$ cat src/hdl/sss_pkg.sv
// ----------------------------------------------------------------------------
// sss_pkg
// Shared types and constants of the servo sweep sequencer.
// ----------------------------------------------------------------------------
package sss_pkg;

    localparam int CFG_ADDR_W = 3;
    localparam int CFG_DATA_W = 16;

    // register indexes on the configuration port
    localparam logic [CFG_ADDR_W-1:0] REG_REST_PULSE  = 3'd0;
    localparam logic [CFG_ADDR_W-1:0] REG_STEP_SIZE   = 3'd1;
    localparam logic [CFG_ADDR_W-1:0] REG_RAMP_STEPS  = 3'd2;
    localparam logic [CFG_ADDR_W-1:0] REG_HOLD_TICKS  = 3'd3;
    localparam logic [CFG_ADDR_W-1:0] REG_BLINK_TICKS = 3'd4;

    // register values after reset
    localparam logic [15:0] REST_PULSE_RST  = 16'd500;
    localparam logic [9:0]  STEP_SIZE_RST   = 10'd20;
    localparam logic [7:0]  RAMP_STEPS_RST  = 8'd50;
    localparam logic [15:0] HOLD_TICKS_RST  = 16'd500;
    localparam logic [7:0]  BLINK_TICKS_RST = 8'd5;

    typedef enum logic [1:0] {
        PH_UP   = 2'd0,
        PH_HOLD = 2'd1,
        PH_DOWN = 2'd2
    } phase_t;

    typedef struct packed {
        logic [9:0]  step_size;
        logic [7:0]  ramp_steps;
        logic [15:0] hold_ticks;
        logic [7:0]  blink_ticks;
    } cfg_t;

    typedef struct packed {
        logic        running;
        phase_t      phase;
        logic [7:0]  step_count;
        logic [15:0] hold_count;
        logic [7:0]  blink_count;
        logic        blink_flag;
        logic        led_level;
        logic [15:0] pulse;
    } sweep_state_t;

endpackage

$ cat src/hdl/servo_sweep_sequencer.sv
// ----------------------------------------------------------------------------
// servo_sweep_sequencer
// Servo sweep sequencer: ramp up, hold, ramp down, with a blinking LED.
//
//   channel   dir  handshake           tdata / data bits (lowest first)
//   s_axis    in   s_tvalid/s_tready   start_request[0], zero [7:1]
//   m_axis    out  m_tvalid/m_tready   pulse_width[15:0], led_on[16],
//                                      busy_res[17], sweep_phase[19:18]
//   cfg       in   cfg_we              cfg_addr index, cfg_wdata value
//
// one word per cycle while the output is not stalled; a tick goes input register
// -> state register, and the state register update gives its result
// the sweep state register doubles as the result register
// reset clears both stages and loads the register defaults, pulse 500
// a stalled output holds the state; the input stage takes one more word
// ----------------------------------------------------------------------------
module servo_sweep_sequencer
    import sss_pkg::*;
(
    input  logic                  clk,
    input  logic                  rst_n,
    input  logic                  s_tvalid,
    output logic                  s_tready,
    input  logic [7:0]            s_tdata,   // start_request
    output logic                  m_tvalid,
    input  logic                  m_tready,
    output logic [23:0]           m_tdata,   // pulse_width, led_on, busy_res, sweep_phase
    input  logic                  cfg_we,
    input  logic [CFG_ADDR_W-1:0] cfg_addr,
    input  logic [CFG_DATA_W-1:0] cfg_wdata
);

    cfg_t         cfg;
    sweep_state_t state_reg;
    sweep_state_t state_next;
    logic         in_vld_reg;
    logic         in_start_reg;
    logic         out_vld_reg;
    logic         advance;

    sss_cfg u_cfg (
        .clk       (clk),
        .rst_n     (rst_n),
        .cfg_we    (cfg_we),
        .cfg_addr  (cfg_addr),
        .cfg_wdata (cfg_wdata),
        .cfg       (cfg)
    );

    sss_step u_step (
        .start (in_start_reg),
        .cfg   (cfg),
        .cur   (state_reg),
        .nxt   (state_next)
    );

    assign advance  = in_vld_reg && (!out_vld_reg || m_tready);
    assign s_tready = !in_vld_reg || advance;

    always_ff @(posedge clk or negedge rst_n)
    begin
        if (!rst_n)
        begin
            in_vld_reg   <= 1'b0;
            in_start_reg <= 1'b0;
        end
        else if (s_tready)
        begin
            in_vld_reg   <= s_tvalid;
            in_start_reg <= s_tdata[0];
        end
    end

    always_ff @(posedge clk or negedge rst_n)
    begin
        if (!rst_n)
        begin
            out_vld_reg           <= 1'b0;
            state_reg.running     <= 1'b0;
            state_reg.phase       <= PH_UP;
            state_reg.step_count  <= 8'd0;
            state_reg.hold_count  <= 16'd0;
            state_reg.blink_count <= 8'd0;
            state_reg.blink_flag  <= 1'b0;
            state_reg.led_level   <= 1'b0;
            state_reg.pulse       <= REST_PULSE_RST;
        end
        else
        begin
            if (advance)
            begin
                state_reg <= state_next;
            end
            if (advance)
            begin
                out_vld_reg <= 1'b1;
            end
            else if (m_tready)
            begin
                out_vld_reg <= 1'b0;
            end
        end
    end

    assign m_tvalid = out_vld_reg;
    assign m_tdata  = {4'd0, state_reg.phase, state_reg.running,
                       state_reg.led_level, state_reg.pulse};

endmodule

$ cat src/hdl/sss_cfg.sv
// ----------------------------------------------------------------------------
// sss_cfg
// Configuration registers, written by index on a plain write port.
// ----------------------------------------------------------------------------
module sss_cfg
    import sss_pkg::*;
(
    input  logic                  clk,
    input  logic                  rst_n,
    input  logic                  cfg_we,
    input  logic [CFG_ADDR_W-1:0] cfg_addr,
    input  logic [CFG_DATA_W-1:0] cfg_wdata,
    output cfg_t                  cfg
);

    cfg_t cfg_reg;

    // rest pulse only matters as the pulse reset value, which is fixed at reset,
    // so a write to it changes nothing that can be seen
    always_ff @(posedge clk or negedge rst_n)
    begin
        if (!rst_n)
        begin
            cfg_reg.step_size   <= STEP_SIZE_RST;
            cfg_reg.ramp_steps  <= RAMP_STEPS_RST;
            cfg_reg.hold_ticks  <= HOLD_TICKS_RST;
            cfg_reg.blink_ticks <= BLINK_TICKS_RST;
        end
        else if (cfg_we)
        begin
            case (cfg_addr)
                REG_REST_PULSE:  ;
                REG_STEP_SIZE:   cfg_reg.step_size   <= cfg_wdata[9:0];
                REG_RAMP_STEPS:  cfg_reg.ramp_steps  <= cfg_wdata[7:0];
                REG_HOLD_TICKS:  cfg_reg.hold_ticks  <= cfg_wdata;
                REG_BLINK_TICKS: cfg_reg.blink_ticks <= cfg_wdata[7:0];
                default:         ;
            endcase
        end
    end

    assign cfg = cfg_reg;

endmodule

$ cat src/hdl/sss_step.sv
// ----------------------------------------------------------------------------
// sss_step
// Next sweep state for one timer tick.
// ----------------------------------------------------------------------------
module sss_step
    import sss_pkg::*;
(
    input  logic         start,
    input  cfg_t         cfg,
    input  sweep_state_t cur,
    output sweep_state_t nxt
);

    logic        active;
    logic [16:0] up_sum;
    logic [15:0] up_sat;
    logic [15:0] down_sat;
    logic [15:0] hold_inc;
    logic [7:0]  blink_inc;

    assign active    = cur.running | start;
    assign up_sum    = {1'b0, cur.pulse} + {7'd0, cfg.step_size};
    assign up_sat    = up_sum[16] ? 16'hFFFF : up_sum[15:0];
    assign down_sat  = (cur.pulse > {6'd0, cfg.step_size})
                       ? cur.pulse - {6'd0, cfg.step_size} : 16'd0;
    assign hold_inc  = (cur.hold_count != 16'hFFFF) ? cur.hold_count + 16'd1
                                                    : cur.hold_count;
    assign blink_inc = (cur.blink_count != 8'hFF) ? cur.blink_count + 8'd1
                                                  : cur.blink_count;

    always_comb
    begin
        nxt = cur;
        nxt.running = active;
        if (active)
        begin
            case (cur.phase)
                PH_UP:
                begin
                    if (cur.step_count < cfg.ramp_steps)
                    begin
                        nxt.pulse      = up_sat;
                        nxt.step_count = cur.step_count + 8'd1;
                    end
                    else
                    begin
                        nxt.phase      = PH_HOLD;
                        nxt.step_count = 8'd0;
                    end
                end
                PH_HOLD:
                begin
                    if (hold_inc >= cfg.hold_ticks)
                    begin
                        nxt.phase      = PH_DOWN;
                        nxt.hold_count = 16'd0;
                    end
                    else
                    begin
                        nxt.hold_count = hold_inc;
                    end
                end
                PH_DOWN:
                begin
                    if (cur.step_count < cfg.ramp_steps)
                    begin
                        nxt.pulse      = down_sat;
                        nxt.step_count = cur.step_count + 8'd1;
                    end
                    else
                    begin
                        // stop: led cleared here, blink rule below may set it again
                        nxt.phase      = PH_UP;
                        nxt.running    = 1'b0;
                        nxt.step_count = 8'd0;
                        nxt.led_level  = 1'b0;
                    end
                end
                default: ;
            endcase

            nxt.blink_count = blink_inc;
            if (nxt.phase == PH_UP || nxt.phase == PH_DOWN)
            begin
                if (blink_inc >= cfg.blink_ticks)
                begin
                    nxt.blink_flag  = ~cur.blink_flag;
                    nxt.led_level   = ~cur.blink_flag;
                    nxt.blink_count = 8'd0;
                end
            end
            else if (nxt.phase == PH_HOLD)
            begin
                nxt.led_level = 1'b0;
            end
        end
    end

endmodule

$ cat config.mk
export PLATFORM = sky130hd
export DESIGN_NAME = servo_sweep_sequencer
export DESIGN_NICKNAME = d
export VERILOG_FILES = /design/src/hdl/sss_pkg.sv /design/src/hdl/servo_sweep_sequencer.sv /design/src/hdl/sss_cfg.sv /design/src/hdl/sss_step.sv
export SDC_FILE = /design/constraint.sdc
export NUM_CORES = 1
export LEC_CHECK = 0
export ABC_AREA = 1
export BUFFER_PORTS_ARGS = -buffer_cell sky130_fd_sc_hd__clkbuf_2
export CORE_AREA = 2 2 117 119
export DETAILED_ROUTE_END_ITERATION = 8
export DIE_AREA = 0 0 119 121
export GPL_TIMING_DRIVEN = 0
export PLACE_DENSITY = 0.72
export SYNTH_ARGS = -nofsm -noshare
export SYNTH_HDL_FRONTEND = slang
export SYNTH_SLANG_ARGS = --single-unit
$ cat constraint.sdc
create_clock -name clk -period 3.7 [get_ports clk]
set_input_delay 0.555 -clock clk [delete_from_list [all_inputs] [get_ports clk]]
set_output_delay 0.555 -clock clk [all_outputs]
set_load 0.01 [all_outputs]
Word-level counts from Yosys, hierarchy flattened

Cells that the tools add are included.

Flip-flop bits (word level): 98
Latch bits: 0
Memory bits (writable): 0
Memory bits (read-only): 0
Input port bits: 32
Output and inout port bits: 26
Word-level logic and storage cells: 84
Memories kept: 0

Add/sub/neg operators: 5
Multipliers: 0
Div/mod/pow operators: 0
Order comparisons: 4
Equal/unequal tests: 12
Shifts and indexed selects: 0
Multiplexer cells: 26
Bitwise logic cells: 2
Reductions and logical operators: 20

Operator list:

| kind                  | number |
|---|---|
| $mux 16               | 7 |
| $mux 53               | 1 |
| $pmux 16 s2           | 1 |
| $mux 8                | 3 |
| $add 16x10->17        | 1 |
| $add 16x1->16 const B | 1 |
| $add 8x1->8 const B   | 2 |
| $ge 16x16->1          | 1 |
| $gt 16x10->1          | 1 |
| $ne 16x16->1 const B  | 1 |
| $sub 16x10->16        | 1 |
| $mux 10               | 1 |
| $reduce_and 2->1      | 5 |
| $mux 9                | 1 |
| $ge 8x8->1            | 1 |
| $lt 8x8->1            | 1 |
| $ne 8x8->1 const B    | 1 |
| $mux 1                | 7 |
| $eq 3x2->1 const B    | 2 |
| $mux 2                | 3 |
| $pmux 2 s3            | 1 |
| $reduce_and 3->1      | 2 |
| $reduce_and 5->1      | 1 |
| $eq 2x1->1 const B    | 2 |
| 14 further kinds      | 21 |

Logic depth before layout (Yosys ltp)

Depth after elaboration: 10
Gate-level depth with buffers: 23
Depth with buffers taken out: 23

Hierarchy

Synthesis repeated with hierarchy kept, for this count alone.

Cell total of the unflattened synthesis: 1313
Area, all modules: 8528.2 um^2

Modules (own cells, without submodules):

| module                | instances | cells an instance | area each (um^2) | sequential area each (um^2) |
|---|---|---|---|---|
| sss_step              | 1         | 858               | 4375.4           | 0.0 |
| servo_sweep_sequencer | 1         | 266               | 2404.8           | 1408.9 |
| sss_cfg               | 1         | 189               | 1747.9           | 1067.3 |

Least setup slack after synthesis

No wires, ideal clock.

Path kind: reg-to-reg
From: reg state_reg[26] in the netlist's numbering
To: reg state_reg[19] in the netlist's numbering
Library setup time: 0.066 ns
Arrival: 2.538 ns
Data required time: 3.634 ns
Setup slack: 1.096 ns
Cell stages (with the launch flop): 20
Buffers on the path: 1
Cells stage by stage: dfrtp_1 -> ha_1 -> nand3_1 -> or2_1 -> nor2_4 -> inv_2 -> buf_6 -> nand2_1 -> ha_1 -> nand2_1 -> inv_1 -> o21ai_0 -> a21oi_1 -> nor2_1 -> nand2_1 -> nand2_1 -> nand2_1 -> nand2_1 -> nand3_1 -> nand2_1

Cells in the longest elaborated chain, start to end: 9

Ends and longest elaborated chain:

| element                                              | line                        | RTL |
|---|---|---|
| start: declaration                                   | servo_sweep_sequencer.sv:34 | `sweep_state_t state_reg;` |
| start signal: assignment                             | servo_sweep_sequencer.sv:92 | `state_reg <= state_next;` |
| $add 16x1->16 / $ne 16x16->1 (equally long branches) | sss_step.sv:26              | `assign hold_inc = (cur.hold_count != 16'hFFFF) ? cur.hold_count + 16'd1` |
| $mux 16 (*)                                          | sss_step.sv:26              |  |
| $ge 16x16->1 (*)                                     | sss_step.sv:53              | `if (hold_inc >= cfg.hold_ticks)` |
| $mux 2 (*)                                           | sss_step.sv:53              |  |
| $pmux 2 s3 (*)                                       | sss_step.sv:37              | `case (cur.phase)` |
| $mux 2 (*)                                           | sss_step.sv:35              | `if (active)` |
| $eq 2x2->1 / $logic_not 2->1 (equally long branches) | sss_step.sv:83              | `if (nxt.phase == PH_UP \|\| nxt.phase == PH_DOWN)` |
| $logic_or 1x1->1 (*)                                 | sss_step.sv:83              |  |
| $mux 9 (*)                                           | sss_step.sv:83              |  |

Mark *: on every way between the ends. The rest lies on a longest branch, timed or not. The select of a mux whose other input is x is not followed.
A chain may end at the register's enable or synchronous reset.

Final worst setup path

From: reg state_reg[26] in the netlist's numbering
To: reg state_reg[18] in the netlist's numbering

Same word-level chain as after synthesis.

==> run metrics <==
hold_ws between 0.15 and 0.2 ns; Synth Area in XOR/XNOR 0.0351; Nets 1181; Post-DRT Antenna Nets 0; initial antenna violation count 0; worst rel slew slack 0.534; Row Count 42; DRC violations left 0; Die H about 120 um; Post-synth top flop dfrtp_1; fin. max-slew vios 0; first-pass GRT wire length 29100 um; die footprint around 0.014 mm2; Synth Area in Adders 0.0957; Buf/Inv on CP 1; DR pass1 iterations 5; setup TNS 0 ns; min-delay worst type input pin to asynchronous set/reset pin; Synth area leaders dfrtp_1 (26%), nand2_1 (15%), ha_1 (9.0%); largest buffer count on any clock path 2; fin worst setup slack about 0.56 ns; Crit path depth 21; final setup fails 0; Clock transition at path regs ~0.08 ns; routed vias/inst 5.10; power density over cell area slightly above 700 mW/mm2; post-synth cell types 51; worst slack at placement ~0.55 ns; crit-path most repeated cell nand2_1; multiplexer share of the synthesized area 0; RD Place Congestion between 0.8 and 0.9; Synth area leader dfrtp_1; peak supply drop roughly 0.33 mV; critical path fanouts, max 8; actual slew at the worst max-slew pin about 0.7 ns; final worst path period share 0.850; DP HPWL roughly 13000 um; Yosys warnings 0; CP Capture Type flip-flop; Final min period around 3.1 ns; number of synthesized flops with an enable pin 0; drt wl/cell around 13 um; Arr. time, crit path roughly 3.4 ns; largest family of logic cells by synthesized area simple AND/OR/NAND/NOR gates; Resized cells post-CTS 0; critical path class flip-flop to flip-flop; number of global-route vias before repair between 6000 and 7000; cells after synthesis about 1000; Avg Inst Size Synth 7.25 um2; r2r worst-path depth 21; Layout area overhead 10.4%; I/O pin cnt 58; Critical Path, Cell by Cell ha_1, nand2_1, inv_1, nand4_1, nor2_2, nand3_1, nor2_1, nand2_1, nand3_1, and2_1, ha_1, a21oi_1, o21a_1, nand2_1, nand2_1, nand2_1, nand2_1, nand2_1, nand2_1, nand2_1, o21ai_0; number of buffers created by CTS 9; Skew-Pair Late Insertion Delay 0.36 ns; max reg flops 42; simple-gate share of the synthesized area 0.306; final WL ~17000 um; Final Hold Fails 0; FMAX 0.318 GHz; H-tree depth 3; initial drt markers 351; CP Launch Type flip-flop; core area 0.0131 mm2; clock net sink count 98; CP max-delay cell dfrtp_1; outcome completed; CTS tree built; vias around 6500; Die X 119 um; most frequent cells in the layout nand2_1 (299), inv_1 (141), dfrtp_1 (79), nor2_1 (78); Tot GR Track Use 0.253; share of the synthesized area in the top cell type 0.264; commonest non-fill, non-tap cell in the layout nand2_1; RSZ-0062 raised after global routing no; Worst path top cell family by delay simple AND/OR/NAND/NOR gates; initial core utilization 0.572; largest net degree at the start of global routing 64; postcts setup bufs 0; Synth Area in Compound Gates 0.100; Max Cap Viol 0; share of layout cells above drive strength 1 0.182; global route total overflow 0; register area share after synthesis 0.331; ys async rst share 1.00; Synth Cell Area roughly 0.0075 mm2; IO Port Bufs between 40 and 50; Worst EP required roughly 4.0 ns; clock skew between 0.01 and 0.015 ns; #FFs+latches synth 98; ant diodes 0; CTS Hold Bufs 0; Lkg Pwr 4.45 nW; clock root buffer clkbuf_16; slowest stage delay, CP between 0.4 and 0.5 ns
cell usage after synthesis (10+ instances only):
cell	number
xor2_1	26
nand3_2	12
ha_1	54
nand3_1	57
dfstp_2	19
inv_1	141
inv_2	10
a21oi_1	36
buf_6	11
dfrtp_1	79
nand2_1	299
nor2_1	78
o21ai_0	57
nand2_2	15
nor3_1	10
buf_4	29
layer usage:
metal / up-vias / GRT usage / part of all wire
met2: 112 / 0.425 / 0.47
met3: 29 / 0.0399 / 0.038
li1: 3354 / - / -
met1: 3000 / 0.336 / 0.47
met5: - / 0 / 0
met4: 0 / 0.0811 / 0.024
metrics by stage:
step / power, mW / cell area (um2) / cells / utilization
finish: 5.93 / 8260 / 1274 / 0.631
global route: 6.51 / 8260 / 1274 / 0.631
CTS: 5.95 / 8260 / 1274 / 0.631
detailed placement: 5.01 / 7970 / 1258 / 0.609
global placement: 4.94 / 7940 / 1257 / 0.607
floorplan: 4.23 / 7490 / 1035 / -
worst paths after layout:
check	startpoint	end	slack [ns]
setup / recovery	state_reg[26]	state_reg[18]	0.56
hold / removal	rst_n	state_reg[45]	0.20
setup reg to reg	state_reg[26]	state_reg[18]	0.56
hold reg to reg	state_reg[17]	state_reg[17]	0.48
max in group asynchronous	rst_n	m_tdata[7]	2.73
min in group clk	s_tvalid	in_vld_reg	0.39
report_power, final:
group	switching (mW)	internal [mW]
combinational	2.00	1.29
sequential	0.290	1.41
clock	0.464	0.470
final cells by class:
cell class              count  area, um2
inverters                 156        599
repair buffers             47        260
multi-input cells         730       4030
clock buffers               9        225
flip-flops and latches     98       2480
fillers                  1207       4830
plain buffers              51        385
well taps                 176        220
clock inverters             7       61.3
logic make-up after synthesis:
kind of cell,after synthesis
other,1
adder cells (fa/ha/maj),56
buffers and inverters,207
XOR/XNOR,30
flip-flops,98
AO/OA/AOI/OAI,130
AND/OR/NAND/NOR,510
No activity file was read; power rests on OpenSTA's default activity.
